### config.mk
export PLATFORM = sky130hd
export DESIGN_NAME = rod_cutting_max_revenue_unit_flat
export DESIGN_NICKNAME = d
export VERILOG_FILES = /design/src/design/rcmr_pkg.sv /design/src/design/rcmr_if.sv /design/src/design/rod_cutting_max_revenue_unit.sv /design/src/flat_wrapper.sv
export SDC_FILE = /design/constraint.sdc
export NUM_CORES = 1
export LEC_CHECK = 0
export BUFFER_PORTS_ARGS = -buffer_cell sky130_fd_sc_hd__buf_2
export CAP_MARGIN = 20
export CORE_UTILIZATION = 55
export CTS_CLUSTER_DIAMETER = 60
export DETAILED_ROUTE_END_ITERATION = 8
export PLACE_DENSITY_LB_ADDON = 0.25
export SLEW_MARGIN = 30
export SYNTH_ARGS = -nofsm -noshare
export SYNTH_HDL_FRONTEND = slang
export SYNTH_SLANG_ARGS = --single-unit
### constraint.sdc
create_clock -name i_clk -period 8.15 [get_ports i_clk]
set_clock_uncertainty 0.15 [all_clocks]
set_input_delay 2.0375 -clock i_clk [delete_from_list [all_inputs] [get_ports i_clk]]
set_output_delay 2.0375 -clock i_clk [all_outputs]
set_load 0.01 [all_outputs]
### src/design/rcmr_pkg.sv
// Package for the rod cutting max revenue unit: field widths, microcode types and program ROM.
package rcmr_pkg;

    localparam int LEN_IN_W = 7;
    localparam int VAL_W    = 8;
    localparam logic [VAL_W-1:0] VAL_MAX = 8'd255;

    typedef enum logic [2:0] {
        STEP_WAIT  = 3'd0,
        STEP_ROW   = 3'd1,
        STEP_PRIME = 3'd2,
        STEP_INNER = 3'd3,
        STEP_WRITE = 3'd4,
        STEP_OUT   = 3'd5
    } t_step;

    typedef enum logic [2:0] {
        COND_NEVER,
        COND_ALWAYS,
        COND_IN_VALID,
        COND_ROW_DONE,
        COND_INNER_MORE,
        COND_OUT_FREE
    } t_cond;

    typedef enum logic [1:0] {
        RD_LEN_N,
        RD_PRIME,
        RD_NEXT
    } t_rd_sel;

    typedef enum logic {
        WR_ZERO,
        WR_ROW
    } t_wr_sel;

    typedef struct packed {
        t_cond   cond;
        t_step   target;
        logic    hold;
        logic    gate;
        logic    in_rdy;
        logic    ld_len;
        logic    start_row;
        logic    rd_en;
        t_rd_sel rd_sel;
        logic    acc;
        logic    wr_en;
        t_wr_sel wr_sel;
        logic    inc_row;
        logic    ld_out;
    } t_uop;

    function automatic t_uop uop_rom(input t_step step);
        t_uop u;
        u = '{cond: COND_NEVER, target: STEP_WAIT, hold: 1'b0, gate: 1'b0, in_rdy: 1'b0,
              ld_len: 1'b0, start_row: 1'b0, rd_en: 1'b0, rd_sel: RD_LEN_N, acc: 1'b0,
              wr_en: 1'b0, wr_sel: WR_ZERO, inc_row: 1'b0, ld_out: 1'b0};
        case (step)
            STEP_WAIT: begin
                u.cond   = COND_IN_VALID;
                u.target = STEP_ROW;
                u.hold   = 1'b1;
                u.gate   = 1'b1;
                u.in_rdy = 1'b1;
                u.ld_len = 1'b1;
                u.wr_en  = 1'b1;
                u.wr_sel = WR_ZERO;
            end
            STEP_ROW: begin
                u.cond   = COND_ROW_DONE;
                u.target = STEP_OUT;
                u.rd_en  = 1'b1;
                u.rd_sel = RD_LEN_N;
            end
            STEP_PRIME: begin
                u.start_row = 1'b1;
                u.rd_en     = 1'b1;
                u.rd_sel    = RD_PRIME;
            end
            STEP_INNER: begin
                u.cond   = COND_INNER_MORE;
                u.target = STEP_INNER;
                u.rd_en  = 1'b1;
                u.rd_sel = RD_NEXT;
                u.acc    = 1'b1;
            end
            STEP_WRITE: begin
                u.cond    = COND_ALWAYS;
                u.target  = STEP_ROW;
                u.wr_en   = 1'b1;
                u.wr_sel  = WR_ROW;
                u.inc_row = 1'b1;
            end
            STEP_OUT: begin
                u.cond   = COND_OUT_FREE;
                u.target = STEP_WAIT;
                u.hold   = 1'b1;
                u.gate   = 1'b1;
                u.ld_out = 1'b1;
            end
            default: begin
                u.cond   = COND_ALWAYS;
                u.target = STEP_WAIT;
            end
        endcase
        return u;
    endfunction

endpackage

### src/design/rcmr_if.sv
// Handshake interfaces for the rod length input and the revenue output channels.
interface rcmr_in_if;
    logic                          valid;
    logic                          ready;
    logic [rcmr_pkg::LEN_IN_W-1:0] rod_length;

    modport source (output valid, output rod_length, input ready);
    modport sink   (input valid, input rod_length, output ready);
endinterface

interface rcmr_out_if;
    logic                       valid;
    logic                       ready;
    logic [rcmr_pkg::VAL_W-1:0] best_revenue;

    modport source (output valid, output best_revenue, input ready);
    modport sink   (input valid, input best_revenue, output ready);
endinterface

### src/design/rod_cutting_max_revenue_unit.sv
// Rod cutting max revenue unit: microcoded sequencer over a bottom-up revenue table.
//
// Usage: one beat on i_in carries a rod length n; one beat on o_out returns the
// best revenue for that rod. Lengths above MAX_LENGTH are clamped to MAX_LENGTH.
// The input is taken only while the sequencer sits in its wait step, so one rod
// is worked at a time. The result sits in an output register; a new rod is taken
// while that result still waits to be taken.
// Each table row runs the inner compare-add step, one table read per cycle from
// the single-port revenue table, plus three control steps per table row.
// The next input beat can land on the same edge as the result beat.
// Stall: if the previous result is still held when the next one is done, the
// sequencer holds in its output step until o_out.ready.
// Reset: i_rst_n low (synchronous) returns the sequencer to the wait step and
// drops o_out.valid. The table needs no clearing; each rod rewrites the entries it reads.
module rod_cutting_max_revenue_unit #(
    parameter int MAX_LENGTH = 64
) (
    input  logic              i_clk,
    input  logic              i_rst_n,
    rcmr_in_if.sink           i_in,
    rcmr_out_if.source        o_out
);

    localparam int CW = $clog2(MAX_LENGTH + 2);
    localparam int AW = (MAX_LENGTH > 1) ? $clog2(MAX_LENGTH + 1) : 1;
    localparam int EW = (CW > rcmr_pkg::LEN_IN_W) ? CW : rcmr_pkg::LEN_IN_W;
    localparam int PW = CW + 3;
    localparam int VW = ((PW > rcmr_pkg::VAL_W) ? PW : rcmr_pkg::VAL_W) + 1;

    rcmr_pkg::t_step r_step, n_step;
    rcmr_pkg::t_uop  uop;

    logic [CW-1:0] r_n, r_i, r_len;
    logic [VW-1:0] r_best;
    logic [rcmr_pkg::VAL_W-1:0] r_rd_data;
    logic [rcmr_pkg::VAL_W-1:0] r_out_data;
    logic          r_out_valid;
    logic [rcmr_pkg::VAL_W-1:0] r_best_mem [0:MAX_LENGTH];

    logic          cond_true, act;
    logic          out_free, row_done, inner_more;
    logic [CW-1:0] n_sat;
    logic [PW-1:0] len5, price;
    logic [VW-1:0] cand;
    logic [CW-1:0] rd_addr_w, wr_addr_w;
    logic          mem_rd_en, mem_wr_en;
    logic [rcmr_pkg::VAL_W-1:0] wr_data;

    assign uop        = rcmr_pkg::uop_rom(r_step);
    assign out_free   = !r_out_valid || o_out.ready;
    assign row_done   = r_i > r_n;
    assign inner_more = r_len < r_i;

    assign n_sat = (EW'(i_in.rod_length) > EW'(MAX_LENGTH)) ? CW'(MAX_LENGTH)
                                                            : CW'(i_in.rod_length);

    always_comb begin
        case (uop.cond)
            rcmr_pkg::COND_ALWAYS:     cond_true = 1'b1;
            rcmr_pkg::COND_IN_VALID:   cond_true = i_in.valid;
            rcmr_pkg::COND_ROW_DONE:   cond_true = row_done;
            rcmr_pkg::COND_INNER_MORE: cond_true = inner_more;
            rcmr_pkg::COND_OUT_FREE:   cond_true = out_free;
            default:                   cond_true = 1'b0;
        endcase
        act = !uop.gate || cond_true;
        if (cond_true) begin
            n_step = uop.target;
        end else if (uop.hold) begin
            n_step = r_step;
        end else begin
            n_step = rcmr_pkg::t_step'(r_step + 3'd1);
        end
    end

    always_ff @(posedge i_clk) begin
        if (!i_rst_n) begin
            r_step <= rcmr_pkg::STEP_WAIT;
        end else begin
            r_step <= n_step;
        end
    end

    // piece price: 2 for unit length, floor(5*len/2), less one for the uncut rod
    always_comb begin
        len5 = {1'b0, r_len, 2'b00} + {3'b000, r_len};
        if (r_len == CW'(1)) begin
            price = PW'(2);
        end else if (r_len < r_n) begin
            price = len5 >> 1;
        end else begin
            price = (len5 >> 1) - PW'(1);
        end
        cand = VW'(price) + VW'(r_rd_data);
    end

    always_comb begin
        case (uop.rd_sel)
            rcmr_pkg::RD_PRIME: rd_addr_w = r_i - CW'(1);
            rcmr_pkg::RD_NEXT:  rd_addr_w = r_i - r_len - CW'(1);
            default:            rd_addr_w = r_n;
        endcase
        mem_rd_en = uop.rd_en && ((uop.rd_sel != rcmr_pkg::RD_NEXT) || inner_more);

        case (uop.wr_sel)
            rcmr_pkg::WR_ROW: begin
                wr_addr_w = r_i;
                wr_data   = (r_best > VW'(rcmr_pkg::VAL_MAX)) ? rcmr_pkg::VAL_MAX
                                                              : r_best[rcmr_pkg::VAL_W-1:0];
            end
            default: begin
                wr_addr_w = '0;
                wr_data   = '0;
            end
        endcase
        mem_wr_en = uop.wr_en && act;
    end

    always_ff @(posedge i_clk) begin
        if (mem_wr_en) begin
            r_best_mem[wr_addr_w[AW-1:0]] <= wr_data;
        end
        if (mem_rd_en) begin
            r_rd_data <= r_best_mem[rd_addr_w[AW-1:0]];
        end
    end

    always_ff @(posedge i_clk) begin
        if (uop.ld_len && act) begin
            r_n <= n_sat;
            r_i <= CW'(1);
        end else if (uop.inc_row) begin
            r_i <= r_i + CW'(1);
        end
        if (uop.start_row) begin
            r_best <= '0;
            r_len  <= CW'(1);
        end else if (uop.acc) begin
            if (cand > r_best) begin
                r_best <= cand;
            end
            if (inner_more) begin
                r_len <= r_len + CW'(1);
            end
        end
        if (uop.ld_out && act) begin
            r_out_data <= r_rd_data;
        end
    end

    always_ff @(posedge i_clk) begin
        if (!i_rst_n) begin
            r_out_valid <= 1'b0;
        end else if (uop.ld_out && act) begin
            r_out_valid <= 1'b1;
        end else if (o_out.ready) begin
            r_out_valid <= 1'b0;
        end
    end

    assign i_in.ready         = uop.in_rdy;
    assign o_out.valid        = r_out_valid;
    assign o_out.best_revenue = r_out_data;

endmodule
### src/flat_wrapper.sv
// flat-port wrapper written by rule: the top's interface ports become plain ports
module rod_cutting_max_revenue_unit_flat 
#(
    parameter int MAX_LENGTH = 64
)
  (i_clk, i_rst_n, i_in_valid, i_in_rod_length, i_in_ready, o_out_valid, o_out_best_revenue, o_out_ready);
  rcmr_in_if i_in_i ();
  rcmr_out_if o_out_i ();
  input  logic i_clk;
  input  logic i_rst_n;
  input wire logic [$bits(i_in_i.valid)-1:0] i_in_valid;
  input wire logic [$bits(i_in_i.rod_length)-1:0] i_in_rod_length;
  output wire logic [$bits(i_in_i.ready)-1:0] i_in_ready;
  output wire logic [$bits(o_out_i.valid)-1:0] o_out_valid;
  output wire logic [$bits(o_out_i.best_revenue)-1:0] o_out_best_revenue;
  input wire logic [$bits(o_out_i.ready)-1:0] o_out_ready;
  assign i_in_i.valid = i_in_valid;
  assign i_in_i.rod_length = i_in_rod_length;
  assign i_in_ready = i_in_i.ready;
  assign o_out_valid = o_out_i.valid;
  assign o_out_best_revenue = o_out_i.best_revenue;
  assign o_out_i.ready = o_out_ready;
  rod_cutting_max_revenue_unit #(.MAX_LENGTH(MAX_LENGTH)) u_core (.i_clk(i_clk), .i_rst_n(i_rst_n), .i_in(i_in_i), .o_out(o_out_i));
endmodule
; Word-level counts from Yosys, hierarchy flattened
; Memories as Yosys holds them, arrays and structs flattened. A register that Yosys moved wholly into a read port is not among the register bits.
; Cells that the tools add are included.
[totals]
n_memories = 1
regBits = 44
latchBits = 0
mem_bits_rw = 520
wordCells = 74
inputBits = 11
romBits = 0
[classes]
n_reduce_logical = 14
bitwise = 0
eq_ne = 15
n_shift = 0
n_mul = 0
order_cmp = 6
add_sub_neg = 9
n_mux = 22
div_mod_pow = 0
[memory_table]
columns = memory, words, word_bits, rd, rd_ports_with_merged_regs, wr, line_no
row1 = u_core.r_best_mem, 65, 8, 1, 1, 1, rod_cutting_max_revenue_unit.sv:38  ; logic [rcmr_pkg::VAL_W-1:0] r_best_mem [0:MAX_LENGTH];
[op_table]
columns = cell, n
row1 = one-hot mux 6 bit (6 select lines), 1
row2 = 2-to-1 mux 10 bit, 2
row3 = 2-to-1 mux 8 bit, 2
row4 = "adder 7 x 1 -> 7 bit, second input constant", 2
row5 = < comparator 7 bit, 2
row6 = one-hot mux 7 bit (2 select lines), 1
row7 = "subtractor 7 x 1 -> 7 bit, second input constant", 2
row8 = "== test 3 x 2 -> 1 bit, second input constant", 4
row9 = "== test 3 bit, second input constant", 4
row10 = adder 10 x 8 -> 11 bit, 1
row11 = > comparator 11 bit, 1
row12 = "> comparator 11 x 8 -> 1 bit, second input constant", 1
row13 = adder 9 x 7 -> 10 bit, 1
row14 = "subtractor 9 x 1 -> 10 bit, second input constant", 1
row15 = one-hot mux 3 bit (3 select lines), 1
row16 = 2-to-1 mux 1 bit, 8
row17 = "== test 7 x 1 -> 1 bit, second input constant", 1
row18 = > comparator 7 bit, 1
row19 = "> comparator 7 bit, second input constant", 1
row20 = 2-to-1 mux 7 bit, 1
row21 = subtractor 7 bit, 1
row22 = "== test 3 x 1 -> 1 bit, second input constant", 2
row23 = 2-to-1 mux 3 bit, 2
row24 = one-hot mux 1 bit (5 select lines), 1
row25 = 13 further kinds, 22

; Longest topological paths before layout
[depth]
word_depth = 8
mapped_depth = 28

; Least setup slack after synthesis
; OpenSTA, ideal clock, no wires.
[synth_timing]
path_type = flip-flop to flip-flop
startpoint = register u_core.r_len[1]
endpoint = register u_core.r_best[1]
path_stages_with_launch = 27
arrival_ps = 4948
n_path_buf = 1
path_slack_ps = 2924
path_cell_list = dfxtp_1 > ha_1 > a21boi_0 > o21a_1 > o21ai_0 > a21oi_1 > xnor2_1 > nor2_1 > ha_1 > fa_1 > a21oi_1 > nor2_1 > nor2_1 > o21bai_1 > a21oi_1 > o21bai_1 > a21oi_1 > xor2_1 > inv_1 > ha_1 > nand3_1 > nand2_1 > o311ai_0 > a31oi_1 > clkbuf_1 > mux2i_1 > nor2_1
[synth_between]
elab_chain_cells = 7
elab_cells_between_ends = 9
[synth_lines]
columns = element, line_no
row1 = start: declaration, rod_cutting_max_revenue_unit.sv:33  ; logic [CW-1:0] r_n, r_i, r_len;
row2 = start signal: assignment, rod_cutting_max_revenue_unit.sv:143  ; r_len <= r_len + CW'(1);
row3 = adder 9 x 7 -> 10 bit, rod_cutting_max_revenue_unit.sv:86  ; len5 = {1'b0, r_len, 2'b00} + {3'b000, r_len};
row4 = subtractor 9 x 1 -> 10 bit, rod_cutting_max_revenue_unit.sv:92  ; price = (len5 >> 1) - PW'(1);
row5 = 2-to-1 mux 10 bit, rod_cutting_max_revenue_unit.sv:89  ; end else if (r_len < r_n) begin
row6 = 2-to-1 mux 10 bit (*), rod_cutting_max_revenue_unit.sv:87  ; if (r_len == CW'(1)) begin
row7 = adder 10 x 8 -> 11 bit (*), rod_cutting_max_revenue_unit.sv:94  ; cand = VW'(price) + VW'(r_rd_data);
row8 = via u_core.cand[8], rod_cutting_max_revenue_unit.sv:44  ; logic [VW-1:0] cand;
row9 = > comparator 11 bit (*), rod_cutting_max_revenue_unit.sv:139  ; if (cand > r_best) begin
row10 = AND reduction 2 bit (no line) (*), --
row11 = end signal: assignment, rod_cutting_max_revenue_unit.sv:140  ; r_best <= cand;
row12 = end: declaration, rod_cutting_max_revenue_unit.sv:34  ; logic [VW-1:0] r_best;
; Mark *: on every way through the listed nets, which the timed path passes. The rest lies on a longest branch.
; A chain may end at the register's enable or synchronous reset.

; Worst setup path after layout
; Same ends and word-level chain as after synthesis.

==> out/summary.txt <==
outcome = completed
Cell Area, Synth = 25,300 sq um
Slowest Stage Delay on Critical Path = 0.66 ns
Clk Latency, worst-skew pair = 0.62 ns
Num Clock Sinks = 572
GP Congestion = 0.861
share of cells above drive strength 1 = 17.3%
Max Root-Sink Buffers = 3
RR Endpoint = u_core.r_best[1]
setup violators final = 0
Synth Area in Adders = 3.35%
mux share of post-synthesis cell area = 9.43%
Iter 0 DRT Violations = 1,629
CTS Hold Bufs = 0
Commonest cells post-synth = 543 x edfxtp_1, 205 x nand2_1, 87 x nor2_1, 77 x mux4_2, 68 x nor3_1
Root Buffer = clkbuf_16
ANT cells = 0
Max FO, Critical Path = 11
Final TNS setup = 0 ns
P&R area growth vs syn = 11.4%
GRT overflow = 0
Max-cap violations = 0
Gate Count Post-Synth = 1,694
Mapped Nets = 1,771
die area = 46,900 sq um
FF+latch count, synth = 572
Critical Path Sink = u_core.r_best[1]
average size of a mapped cell = 14.9 sq um
Post-synth EDFFs = 543
Final nets = 1,821
initial core utilization = 55.8%
period utilisation layout = 72.1%
Max rail drop VDD = 0.379 mV
Hold Vio Cnt, Final = 0
Finished Layout Cells = 2,387
worst relative slew slack = 34.3%
Max Fclk = 0.170 GHz
Synth Flop Type = edfxtp_1
crit path DAT = 6.23 ns
Worst Tran Pin Value = 0.985 ns
post-synth top area cell = edfxtp_1
core footprint = 45,400 sq um
Seq pwr share = 36.7%
DR WL/cell = 25.7 microns
vias in the first global route = 14,961
Hold WC Path Type = reg -> reg
Reg2Reg Depth = 26
fillcell total = 3,280
via count = 15,311
Crit-path slowest cell = dfxtp_1
critical path endpoint category = register
largest family of logic cells by synthesized area = simple AND/OR/NAND/NOR gates
Net Sw Frac = 34.9%
height of the die = 217 microns
FF+latch area = 16,900 sq um
first-pass GRT wire length = 92,300 microns
CTS buffer count = 56
H-tree Lvls = 2
Yosys top cell area share = 64.4%
Critical Setup Path Class = reg -> reg
Clk network pwr share = 28.1%
Power Density = 329 nW/um^2
ys async rst share = 0%
most common cell in the netlist = edfxtp_1
reg2reg setup slack = 2.27 ns
dpl hpwl = 38,100 microns
antenna violations before repair = 0
Critical Path Start = u_core.r_len[1]
XOR/XNOR Fraction of Synth Area = 1.31%
Yosys warning count = 0
Net Sw Power = 0.00323 W
Via-to-Cell Ratio = 6.41
Worst setup SP type = register
die width = 217 microns
Pint = 0.00604 W
Crit Reg-Reg Startpoint = u_core.r_len[1]
Comb power frac = 35.2%
Placed Cells = 2,284
library cells used by synthesis = 82
unrepaired setup endpoints after global routing = false
Routed Antenna Nets = 0
GR Util All Layers = 26.5%
Multi-input gate area = 7940 sq um
post-CTS setup buffer count = 0
clock period minus worst slack = 5.88 ns
drc violations = 0
Seq/Total Area, Yosys = 66.7%
row count = 78
Slew Viols, Final = 0
Compound-Gate Fraction of Synth Area = 6.56%
Post-CTS Resized = 0
Worst EP required = 8.50 ns
clk slew on worst S/H paths = 0.06 ns
largest net degree at the start of global routing = 106
fin util = 62.1%
leak pwr = 9.31 nW
input/output buffers = 20
CTS tree = done
final WL = 61,400 microns
DRT Pass-1 Iters = 6
Synth Area in Simple Gates = 9.75%
Synth area leaders = edfxtp_1 64%, mux4_2 6.9%, ha_1 3.1%
I/O pin count = 21
==> area by class of cell <==
cell class / count / share of cell area [%]
Multi-Input combinational cell: 983 / 28.2
Tap cell: 600 / 2.66
Inverter: 53 / 0.706
Clock buffer: 72 / 5.44
Timing Repair Buffer: 78 / 2.06
Clock inverter: 29 / 1.10
Sequential cell: 572 / 59.9
==> worst min path at each step <==
stage,startpoint,to,slack [ns],depth (start not counted)
3_3_place_gp,u_core.r_best[10],u_core.r_best[10],0.31,2
6_report,u_core.r_best[10],u_core.r_best[10],0.35,2
3_5_place_dp,u_core.r_best[10],u_core.r_best[10],0.34,2
2_1_floorplan,u_core.r_rd_data[0],u_core.o_out.best_revenue[0],0.28,0
4_1_cts,u_core.r_best[10],u_core.r_best[10],0.35,2
5_1_grt,u_core.r_best[10],u_core.r_best[10],0.37,2
==> worst max-delay path, delay by kind of cell, from the launching register on <==
family	cells	cell delay [ns]
compound gates	11	2.32
fa+ha+maj	4	1.18
flops	1	0.66
xor+xnor	2	0.45
simple gates	6	0.45
buf+inv	2	0.37
mux	1	0.20
==> metrics by stage <==
stage	total power, W	worst slack [ns]	instance area [sq um]	hold WS, ns
2_1_floorplan	0.00578	2.92	25300	0.281
3_3_place_gp	0.00660	2.47	26200	0.309
3_5_place_dp	0.00666	2.32	26300	0.340
4_1_cts	0.00924	2.30	28100	0.347
5_1_grt	0.00968	1.71	28200	0.371
6_report	0.00927	2.27	28200	0.352
==> layer usage <==
| layer | vias to the layer above | GRT usage, % | wire length (microns) |
|---|---|---|---|
| li1 | 6668 | - | - |
| met1 | 7721 | 37.4 | 25000 |
| met2 | 785 | 41.2 | 28900 |
| met3 | 137 | 5.09 | 5380 |
| met4 | 0 | 10.2 | 2180 |
| met5 | - | 0 | 0 |
==> cells in the final DEF, fill, tap and decap left out, drive strengths merged, types with 9 or more instances in the layout <==
master	n
nand3	53
a31oi	10
nor3	69
a211oi	26
a22oi	35
clkinv	21
o21a	11
and3	28
mux2i	24
inv	54
buf	78
xor2	10
dfxtp	29
o21ai	39
nand2b	9
mux4	90
nand2	205
ha	63
a311oi	18
nor2b	16
a21o	10
a21oi	42
edfxtp	543
clkbuf	72
nand4	17
nor2	90
xnor2	27
==> flip-flops by register name, summed over array words and instances, names as in the netlist <==
register	cells
u_core.r_best_mem	520
u_core.r_best	11
u_core.o_out.best_revenue	8
u_core.r_rd_data	8
u_core.r_i	7
u_core.r_len	7
u_core.r_n	7
u_core.r_step	3
u_core.o_out.valid	1
==> power by group through the flow <==
stage	registers [W]	clock network (W)	logic [W]
detailed placement	0.00346	0	0.00320
global route	0.00341	0.00273	0.00354
finish	0.00340	0.00260	0.00327
CTS	0.00340	0.00262	0.00322
global placement	0.00345	0	0.00315
floorplan	0.00341	0	0.00237
==> logic make-up (layout without fill, tap and decap cells) <==
group / Yosys count / after routing
flops: 572 / 572
simple gates: 522 / 522
compound gates: 240 / 240
buf+inv: 139 / 232
mux: 118 / 118
fa+ha+maj: 66 / 66
xor+xnor: 37 / 37
Note: power is estimated with default switching activity, not from simulation.
